`src/hw/rtl/rhc_pkg.sv`:
```
// Shared types, character codes and helpers for the record header classifier.
package rhc_pkg;

    localparam int NUM_DIGITS = 6;
    localparam int HDR_LAST   = NUM_DIGITS + 1;
    localparam int POS_W      = $clog2(HDR_LAST + 1);
    localparam int SEQ_W      = 20;
    localparam int ACC_W      = SEQ_W + 4;

    localparam logic [SEQ_W-1:0] SEQ_MAX = SEQ_W'(999999);

    localparam logic [7:0] CH_D     = 8'h44;
    localparam logic [7:0] CH_R     = 8'h52;
    localparam logic [7:0] CH_Q     = 8'h51;
    localparam logic [7:0] CH_M     = 8'h4D;
    localparam logic [7:0] CH_V     = 8'h56;
    localparam logic [7:0] CH_A     = 8'h41;
    localparam logic [7:0] CH_S     = 8'h53;
    localparam logic [7:0] CH_T     = 8'h54;
    localparam logic [7:0] CH_STAR  = 8'h2A;
    localparam logic [7:0] CH_PLUS  = 8'h2B;
    localparam logic [7:0] CH_MINUS = 8'h2D;
    localparam logic [7:0] CH_SPACE = 8'h20;
    localparam logic [7:0] CH_ZERO  = 8'h30;
    localparam logic [7:0] CH_NINE  = 8'h39;

    typedef enum logic [2:0] {
        KIND_D = 3'd0,
        KIND_R = 3'd1,
        KIND_Q = 3'd2,
        KIND_M = 3'd3,
        KIND_V = 3'd4,
        KIND_A = 3'd5,
        KIND_S = 3'd6,
        KIND_T = 3'd7
    } kind_t;

    typedef struct packed {
        logic [7:0] hdr_byte;
        logic       first_byte;
    } hdr_item_t;

    typedef struct packed {
        logic  known;
        kind_t kind;
    } letter_t;

    function automatic letter_t letter_code(input logic [7:0] c);
        letter_t r;
        r.known = 1'b1;
        case (c)
            CH_D:    r.kind = KIND_D;
            CH_R:    r.kind = KIND_R;
            CH_Q:    r.kind = KIND_Q;
            CH_M:    r.kind = KIND_M;
            CH_V:    r.kind = KIND_V;
            CH_A:    r.kind = KIND_A;
            CH_S:    r.kind = KIND_S;
            CH_T:    r.kind = KIND_T;
            default: begin
                r.known = 1'b0;
                r.kind  = KIND_D;
            end
        endcase
        return r;
    endfunction

endpackage

```
`src/hw/rtl/record_header_classifier.sv`:
```
// Top level of the record header classifier: input register, parser and result register.
// The last header byte item passes from the input register through the parser into the
// result register; a result held back downstream can stall it between the two registers.
// Throughput: one byte item per cycle; the input register takes a new item while a
// result waits, and stalls only when both the input and the result register are full.
// Reset (aresetn low, synchronous) empties both registers and re-arms parsing at byte zero.
module record_header_classifier (
    input  logic                      aclk,
    input  logic                      aresetn,
    input  logic                      s_valid,
    output logic                      s_ready,
    input  logic [7:0]                s_hdr_byte,
    input  logic                      s_first_byte,
    output logic                      m_valid,
    input  logic                      m_ready,
    output logic [2:0]                m_kind_code,
    output logic                      m_continued,
    output logic [rhc_pkg::SEQ_W-1:0] m_seq_number,
    output logic                      m_bad_header
);
    import rhc_pkg::*;

    hdr_item_t s_item;
    hdr_item_t in_item;
    logic      in_valid;
    logic      in_take;

    assign s_item.hdr_byte   = s_hdr_byte;
    assign s_item.first_byte = s_first_byte;

    rhc_in_stage u_in_stage (
        .aclk     (aclk),
        .aresetn  (aresetn),
        .s_valid  (s_valid),
        .s_ready  (s_ready),
        .s_item   (s_item),
        .in_valid (in_valid),
        .in_take  (in_take),
        .in_item  (in_item)
    );

    rhc_parser u_parser (
        .aclk         (aclk),
        .aresetn      (aresetn),
        .in_valid     (in_valid),
        .in_take      (in_take),
        .in_item      (in_item),
        .m_valid      (m_valid),
        .m_ready      (m_ready),
        .m_kind_code  (m_kind_code),
        .m_continued  (m_continued),
        .m_seq_number (m_seq_number),
        .m_bad_header (m_bad_header)
    );

    // A bad header carries no type, flag or number.
    a_bad_clears_fields: assert property (@(posedge aclk) disable iff (!aresetn)
        (m_valid && m_bad_header) |-> (m_kind_code == KIND_D && !m_continued
                                       && m_seq_number == '0))
        else $error("bad header item carries nonzero fields");

    a_seq_in_range: assert property (@(posedge aclk) disable iff (!aresetn)
        m_valid |-> (m_seq_number <= SEQ_MAX))
        else $error("sequence number above its maximum");

    // Only the types V, A, S and T may be continued.
    a_cont_kind: assert property (@(posedge aclk) disable iff (!aresetn)
        (m_valid && m_continued) |-> (!m_bad_header && m_kind_code[2]))
        else $error("continuation on a type that cannot be continued");

    // The input side stalls only while a result is held back downstream.
    a_stall_cause: assert property (@(posedge aclk) disable iff (!aresetn)
        !s_ready |-> (m_valid && !m_ready && in_valid))
        else $error("input stalled without a held result");

endmodule

```
`src/hw/rtl/rhc_in_stage.sv`:
```
// Input register that holds one header byte item until the parser takes it.
module rhc_in_stage (
    input  logic               aclk,
    input  logic               aresetn,
    input  logic               s_valid,
    output logic               s_ready,
    input  rhc_pkg::hdr_item_t s_item,
    output logic               in_valid,
    input  logic               in_take,
    output rhc_pkg::hdr_item_t in_item
);
    import rhc_pkg::*;

    logic      valid_reg;
    logic      valid_next;
    hdr_item_t item_reg;

    assign s_ready  = !valid_reg || in_take;
    assign in_valid = valid_reg;
    assign in_item  = item_reg;

    always_comb begin
        valid_next = valid_reg;
        if (s_valid && s_ready) begin
            valid_next = 1'b1;
        end else if (in_take) begin
            valid_next = 1'b0;
        end
    end

    always_ff @(posedge aclk) begin
        if (!aresetn) begin
            valid_reg <= 1'b0;
        end else begin
            valid_reg <= valid_next;
        end
        if (s_valid && s_ready) begin
            item_reg <= s_item;
        end
    end

endmodule

```
`src/hw/rtl/rhc_parser.sv`:
```
// Header parse state, classification logic and result register.
module rhc_parser (
    input  logic                       aclk,
    input  logic                       aresetn,
    input  logic                       in_valid,
    output logic                       in_take,
    input  rhc_pkg::hdr_item_t         in_item,
    output logic                       m_valid,
    input  logic                       m_ready,
    output logic [2:0]                 m_kind_code,
    output logic                       m_continued,
    output logic [rhc_pkg::SEQ_W-1:0]  m_seq_number,
    output logic                       m_bad_header
);
    import rhc_pkg::*;

    logic [POS_W-1:0] pos_reg, pos_next;
    logic [SEQ_W-1:0] accum_reg, accum_next;
    logic             neg_reg, neg_next;
    logic             seen_reg, seen_next;
    logic             err_reg, err_next;
    logic [7:0]       type_reg, type_next;
    logic             done_reg, done_next;

    logic             out_valid_reg, out_valid_next;
    logic [2:0]       kind_reg, kind_next;
    logic             cont_reg, cont_next;
    logic [SEQ_W-1:0] seq_reg, seq_next;
    logic             bad_reg, bad_next;

    logic [POS_W-1:0] pos_eff;
    logic [SEQ_W-1:0] accum_eff;
    logic             neg_eff, seen_eff, err_eff, done_eff;
    logic [7:0]       type_eff;
    logic [7:0]       c;
    logic [ACC_W-1:0] acc_wide;
    letter_t          letter;
    logic             bad;
    logic             cont;
    logic             adv;

    assign adv     = !out_valid_reg || m_ready;
    assign in_take = in_valid && adv;
    assign c       = in_item.hdr_byte;
    assign letter  = letter_code(type_eff);

    assign m_valid      = out_valid_reg;
    assign m_kind_code  = kind_reg;
    assign m_continued  = cont_reg;
    assign m_seq_number = seq_reg;
    assign m_bad_header = bad_reg;

    always_comb begin
        if (in_item.first_byte) begin
            pos_eff   = '0;
            accum_eff = '0;
            neg_eff   = 1'b0;
            seen_eff  = 1'b0;
            err_eff   = 1'b0;
            type_eff  = '0;
            done_eff  = 1'b0;
        end else begin
            pos_eff   = pos_reg;
            accum_eff = accum_reg;
            neg_eff   = neg_reg;
            seen_eff  = seen_reg;
            err_eff   = err_reg;
            type_eff  = type_reg;
            done_eff  = done_reg;
        end

        acc_wide = (ACC_W'(accum_eff) << 3) + (ACC_W'(accum_eff) << 1)
                 + ACC_W'(c - CH_ZERO);

        pos_next   = pos_eff;
        accum_next = accum_eff;
        neg_next   = neg_eff;
        seen_next  = seen_eff;
        err_next   = err_eff;
        type_next  = type_eff;
        done_next  = done_eff;

        out_valid_next = out_valid_reg && !m_ready;
        kind_next      = kind_reg;
        cont_next      = cont_reg;
        seq_next       = seq_reg;
        bad_next       = bad_reg;

        bad  = err_eff || (neg_eff && (accum_eff != '0));
        cont = 1'b0;
        if (c == CH_SPACE) begin
            if (!letter.known) begin
                bad = 1'b1;
            end
        end else if (c == CH_STAR) begin
            cont = 1'b1;
            if (!letter.known || !letter.kind[2]) begin
                bad = 1'b1;
            end
        end else begin
            bad = 1'b1;
        end

        if (in_take && !done_eff) begin
            if (pos_eff < POS_W'(NUM_DIGITS)) begin
                pos_next = pos_eff + 1'b1;
                if ((pos_eff == '0) && (c == CH_MINUS)) begin
                    neg_next = 1'b1;
                end else if (c inside {[CH_ZERO:CH_NINE]}) begin
                    accum_next = (acc_wide > ACC_W'(SEQ_MAX)) ? SEQ_MAX
                                                              : acc_wide[SEQ_W-1:0];
                    seen_next  = 1'b1;
                end else if ((c == CH_PLUS) && !seen_eff) begin
                    seen_next = 1'b1;
                end else if ((c != CH_SPACE) || seen_eff) begin
                    err_next = 1'b1;
                end
            end else if (pos_eff == POS_W'(NUM_DIGITS)) begin
                type_next = c;
                pos_next  = pos_eff + 1'b1;
            end else begin
                done_next      = 1'b1;
                out_valid_next = 1'b1;
                bad_next       = bad;
                kind_next      = bad ? KIND_D : letter.kind;
                cont_next      = bad ? 1'b0 : cont;
                seq_next       = bad ? '0 : accum_eff;
            end
        end else if (in_take) begin
            pos_next   = pos_eff;
            accum_next = accum_eff;
            neg_next   = neg_eff;
            seen_next  = seen_eff;
            err_next   = err_eff;
            type_next  = type_eff;
            done_next  = done_eff;
        end else begin
            pos_next   = pos_reg;
            accum_next = accum_reg;
            neg_next   = neg_reg;
            seen_next  = seen_reg;
            err_next   = err_reg;
            type_next  = type_reg;
            done_next  = done_reg;
        end
    end

    always_ff @(posedge aclk) begin
        if (!aresetn) begin
            pos_reg       <= '0;
            accum_reg     <= '0;
            neg_reg       <= 1'b0;
            seen_reg      <= 1'b0;
            err_reg       <= 1'b0;
            type_reg      <= '0;
            done_reg      <= 1'b0;
            out_valid_reg <= 1'b0;
        end else begin
            pos_reg       <= pos_next;
            accum_reg     <= accum_next;
            neg_reg       <= neg_next;
            seen_reg      <= seen_next;
            err_reg       <= err_next;
            type_reg      <= type_next;
            done_reg      <= done_next;
            out_valid_reg <= out_valid_next;
        end
        kind_reg <= kind_next;
        cont_reg <= cont_next;
        seq_reg  <= seq_next;
        bad_reg  <= bad_next;
    end

endmodule
```
`config.mk`:
```
export PLATFORM = sky130hd
export DESIGN_NAME = record_header_classifier
export DESIGN_NICKNAME = d
export VERILOG_FILES = /design/src/hw/rtl/rhc_pkg.sv /design/src/hw/rtl/record_header_classifier.sv /design/src/hw/rtl/rhc_in_stage.sv /design/src/hw/rtl/rhc_parser.sv
export SDC_FILE = /design/constraint.sdc
export NUM_CORES = 1
export LEC_CHECK = 0
export ABC_AREA = 0
export BUFFER_PORTS_ARGS = -buffer_cell sky130_fd_sc_hd__buf_2
export CAP_MARGIN = 10
export CORE_MARGIN = 10
export CORE_UTILIZATION = 40
export CTS_BUF_LIST = sky130_fd_sc_hd__clkbuf_8
export CTS_CLUSTER_SIZE = 24
export DETAILED_ROUTE_END_ITERATION = 8
export GPL_ROUTABILITY_DRIVEN = 0
export PLACE_DENSITY = 0.67
export SKIP_LAST_GASP = 1
export SYNTH_ARGS = -nofsm -noshare
export SYNTH_HDL_FRONTEND = slang
export SYNTH_SLANG_ARGS = --single-unit
```
`constraint.sdc`:
```
create_clock -name aclk -period 9.7 [get_ports aclk]
set_clock_uncertainty 0.15 [all_clocks]
set_input_delay 0.485 -clock aclk [delete_from_list [all_inputs] [get_ports aclk]]
set_output_delay 0.485 -clock aclk [all_outputs]
set_load 0.01 [all_outputs]
```
---- Yosys cells after proc, flatten, opt, wreduce, memory -nomap -nowiden ----
Index checks and enable logic that the tools add are counted.
operators by class
  $mul .................................... 0
  reduce and logical (&&, ||, !) cells .... 27
  mux-type cells .......................... 54
  add/sub/neg operators ................... 4
  shifts and indexed selects .............. 0
  divide/modulo/power cells ............... 0
  order comparisons ....................... 4
  bitwise logic cells ..................... 2
  equal/unequal tests ..................... 14
operators with widths
  operator                number
  $mux W20                7
  $eq A8 B7 Y1 const B    8
  $mux W8                 5
  $mux W1                 36
  $eq A8 B6 Y1 const B    4
  $add A23 B21 Y24        1
  $add A24 B24 Y24        1
  $gt A24 B20 Y1 const B  1
  $pmux W3 S7             1
  $reduce_bool A20 Y1     1
  $mux W3                 5
  $sub A8 B6 Y9 const B   1
  $ge A8 B6 Y1 const B    1
  $le A8 B6 Y1 const B    1
  $logic_and A1 B1 Y1     8
  $ne A8 B6 Y1 const B    1
  $reduce_or A8 Y1        1
  $logic_not A1 Y1        7
  $logic_or A1 B1 Y1      5
  $reduce_bool A2 Y1      2
  $add A3 B1 Y3 const B   1
  $eq A3 B3 Y1 const B    1
  $logic_not A3 Y1        1
  $lt A3 B3 Y1 const B    1
  3 further kinds         4
storage, ports and cells
  memory bits (read-only) ................. 0
  output and inout bits ................... 27
  RAM bits ................................ 0
  register bits ........................... 71
  word-level logic and storage cells ...... 120
  input port bits ......................... 13
  memories ................................ 0
  bits in latches ......................... 0

---- Longest topological paths before layout ----
  depth after elaboration ................. 10
  depth in mapped cells ................... 17
  depth with buffers taken out ............ 15

---- Hierarchy ----
From an unflattened synthesis, not the netlist that was laid out.
second synthesis, totals
  cell total of the unflattened synthesis .. 556
  area total of the unflattened synthesis .. 4,992.3 µm²
modules (own cells, without submodules)
  module        sequential area each (µm²)  cells an instance  area each (µm²)  instances
  rhc_parser    1,471.4                     542                4,664.5          1
  rhc_in_stage  290.3                       14                 327.8            1

---- Worst setup path after synthesis ----
Ideal clock, no wire load.
  kind .................................... flip-flop to flip-flop
  start point ............................. register u_in_stage.item_reg, in the netlist u_in_stage.in_item[5]
  end point ............................... register u_parser.accum_reg[9]
  buffers on the path ..................... 2
  required time ........................... 9.406 ns
  slack ................................... 5.127 ns
  data arrival time ....................... 4.280 ns
  library setup time ...................... 0.144 ns
  stages on the path, launching flop included .. 16
  cell sequence ........................... edfxtp_1 > ha_1 > or3_1 > inv_1 > fa_1 > ha_1 > buf_6 > a21oi_1 > nand2_1 > o2111ai_1 > a2111oi_1 > or4_1 > a211oi_4 > and2_4 > buf_6 > a41oi_1
on the way
  longest elaborated chain between the ends .. 8
  elaborated cells between the ends (all ways) .. 13
  classes of those cells .................. add/sub (2); order compare (3); eq/ne (1); mux (5); reduce/logical (2)
RTL lines
  what                    line                text
  from (decl)             rhc_in_stage.sv:16  hdr_item_t item_reg;
  from (signal assigned)  rhc_in_stage.sv:38  item_reg <= s_item;
  $sub A8 B6 Y9           rhc_parser.sv:73    + ACC_W'(c - CH_ZERO);
  $add A24 B24 Y24        rhc_parser.sv:73
  $gt A24 B20 Y1          rhc_parser.sv:110   accum_next = (acc_wide > ACC_W'(SEQ_MAX)) ? SEQ_MAX
  $mux W20                rhc_parser.sv:110
  $mux W20                rhc_parser.sv:109   end else if (c inside {[CH_ZERO:CH_NINE]}) begin
  $mux W20 *              rhc_parser.sv:107   if ((pos_eff == '0) && (c == CH_MINUS)) begin
  $mux W20 *              rhc_parser.sv:105   if (pos_eff < POS_W'(NUM_DIGITS)) begin
  $mux W20 *              rhc_parser.sv:104   if (in_take && !done_eff) begin
  to (signal assigned)    rhc_parser.sv:160   accum_reg <= accum_next;
  to (decl)               rhc_parser.sv:18    logic [SEQ_W-1:0] accum_reg, accum_next;
Every way passes the cells marked *; elsewhere a longest branch is shown, timed or not.
A chain may end at the register's enable or synchronous reset.

---- Final worst setup path ----
  start point ............................. register u_in_stage.item_reg, in the netlist u_in_stage.in_item[0]
  end point ............................... register u_parser.accum_reg[6]
on the way
  longest elaborated chain between the ends .. 9
  elaborated cells between the ends (all ways) .. 18
  classes of those cells .................. add/sub (2); order compare (2); mux (9); reduce/logical (5)
RTL lines
  what                             line               text
  $mux W20 *                       rhc_parser.sv:54   if (in_item.first_byte) begin
  named net u_parser.accum_eff[2]  rhc_parser.sv:32   logic [SEQ_W-1:0] accum_eff;
  $add A23 B21 Y24 *               rhc_parser.sv:72   acc_wide = (ACC_W'(accum_eff) << 3) + (ACC_W'(accum_eff) << 1)
  $add A24 B24 Y24 *               rhc_parser.sv:73
  $gt A24 B20 Y1                   rhc_parser.sv:110
  $mux W20 *                       rhc_parser.sv:110
  $mux W20 *                       rhc_parser.sv:109
  $mux W20 *                       rhc_parser.sv:107
  $mux W20 *                       rhc_parser.sv:105
  $mux W20 *                       rhc_parser.sv:104
Mark *: on every way through the listed nets, which the timed path passes. The rest lies on a longest branch. The select of a mux whose other input is x is not followed.

==> qor.yml <==
start_util: 0.411
relSlewSlack: 0.292
rows: 41
clk-insertion-delay-late_ns: 0.35
drv_slew: 0
synth_cells: 597
r2r_slack_ns: 4.31
overflow: 0
post-route-period-util: 0.555
clk_path_buf_depth: 2
finalSetupTns_ns: 0
synth-seq-cells: 71
dr_total_vias: 4579
cts_tree: "done"
grt_max_degree: 28
hold_class: "in -> reg"
die_w_um: 134
cts_setup_buffers: 0
fmax_mhz: 186
total_power_uw: 696
cts_max_level: 3
yosysUniqueCellTypes: 69
diodes: 0
worstSetupStartpointType: "flop"
syn_avg_cell_area_sq_um: 8.76
io_pins: 40
crit_fanout: 27
grt_pass1_wl_um: 22200
core_sq_um: 12700
area_delta_synth_final_pct: 9.17
antenna_found_initial: 0
ys_seq_area_frac: 0.337
power_density_nw_per_um2: 122
synthTopCellsByArea: "edfxtp_1 20%, dfxtp_1 14%, fa_1 7.3%"
drc: 0
seqPwrFrac: 0.469
maxCapViolations: 0
first_pass_iters: 5
die_y_um: 134
required_ns: 9.80
wl_per_cell_um: 17.2
drive_gt1_frac: 0.112
hpwl_um: 10300
holdWs_ns: 0.149
dieArea_sq_um: 18000
cts_root_buf: "clkbuf_8"
p_comb_frac: 0.155
p_int_uw: 501
tightest_slew_ns: 1.06
synth_ff_type: "dfxtp_1"
p_sw_frac: 0.281
cts.sinks: 71
power_leakage_uw: 0.00251
final_hold_viol_count: 0
path_class: "reg -> reg"
drt-total-wl_um: 13600
track_usage: 0.148
nets: 675
postCtsHoldBufs: 0
status: "complete, no violations"
yosys_warnings: 0
ys_top_cells_by_count: "56 x nor2_1, 53 x a21oi_1, 51 x inv_1, 48 x nand2_1, 37 x dfxtp_1"
critPathCaptureType: "flop"
first_iter_violations: 446
ir_drop_mv: 0.0822
io_buffers: 39
synth_top_area_frac: 0.195
synth-edff-count: 34
async_flop_share: 0
cts-resized-gates: 0
antenna_left: 0
period_minus_slack_ns: 5.39
cp.arrival_ns: 5.48
clkTransAtPathRegs_ns: 0.08
rsz0062_at_grt: "false"
synth.cell_area_sq_um: 5230
setup_viol: 0
grt_pass1_vias: 4367
clkPwrFrac: 0.376
p_switching_uw: 195
yosysTopAreaCell: "edfxtp_1"
yosysMostFrequentCell: "nor2_1"
vias_per_cell: 5.80
synth_fp_nets: 659
cts_buffers: 9
## cell usage in the layout (no fill, tap or decap), types with 5 or more instances in the layout
master	n
a311oi_1	6
a21oi_1	53
nor3b_1	6
a31oi_1	5
xor2_1	11
o211ai_1	8
edfxtp_1	34
nand2_1	48
nand4_1	9
buf_2	39
a22oi_1	5
a21o_1	7
nand3_1	19
nor3_1	8
and3_1	6
xnor2_1	7
nor2b_1	11
inv_1	51
o21ai_0	28
nand2b_1	13
dfxtp_1	37
a211oi_1	5
fa_1	19
ha_1	30
clkbuf_8	9
and2_1	7
nor2_1	56
## cells by family after synthesis
family                     Yosys count  synth area share
AOI/OAI and AO/OA                  165             0.215
muxes                                4           0.00862
xor gates and xnor gates            18            0.0302
buffers and inverters               85            0.0668
and+or+nand+nor                    205             0.198
DFF                                 71             0.337
adders and majority gates           49             0.145
## area by class of cell
| cell class | instances | area (sq um) |
|---|---|---|
| tap | 172 | 215 |
| clock inverter | 7 | 96.3 |
| multi-input combinational | 441 | 3120 |
| fill | 1242 | 7020 |
| timing repair buffer | 39 | 195 |
| sequential | 71 | 1760 |
| inverter | 51 | 191 |
| clock buffer | 9 | 124 |
## worst max-delay path, stage by stage, from the launching register on
cell and delay, ns:
edfxtp_1 0.92, inv_1 0.47, nand2_1 0.34, inv_1 0.09
fa_1 0.52, inv_1 0.07, fa_1 0.43, nand2b_1 0.20
a21oi_2 0.25, o21ai_2 0.14, o41ai_1 0.57, xnor2_1 0.20
nand4_1 0.18, or2_2 0.47, a41o_1 0.26
## through the flow
| step | instance area (sq um) | util | setup slack, ns | cells |
|---|---|---|---|---|
| floorplan | 5230 | - | 5.13 | 597 |
| global placement | 5490 | 0.431 | 4.64 | 774 |
| detailed placement | 5490 | 0.431 | 4.42 | 774 |
| CTS | 5710 | 0.449 | 4.38 | 790 |
| global route | 5710 | 0.449 | 3.84 | 790 |
| finish | 5710 | 0.449 | 4.31 | 790 |
## power groups by stage
stage	logic, uW	registers (uW)	clock network, uW
5_1_grt	119	328	275
3_3_place_gp	102	333	0
6_report	108	327	262
2_1_floorplan	82.8	328	0
3_5_place_dp	105	333	0
4_1_cts	106	327	264
## final timing paths
| path | cells past startpoint | startpoint | end |
|---|---|---|---|
| max | 14 | u_in_stage.in_item[0] | u_parser.accum_reg[6] |
| min | 1 | s_hdr_byte[4] | u_in_stage.in_item[5] |
| max reg2reg | 14 | u_in_stage.in_item[0] | u_parser.accum_reg[6] |
| min reg2reg | 2 | u_parser.accum_reg[8] | u_parser.accum_reg[8] |
## per-layer routing
layer / vias up / GRT usage / wire (um)
met1: 2189 / 0.205 / 6120
met3: 17 / 0.0325 / 1170
met2: 194 / 0.222 / 6130
li1: 2179 / - / -
met4: 0 / 0.0484 / 204
met5: - / 0 / 0
Power figures use the tool's default switching activity.
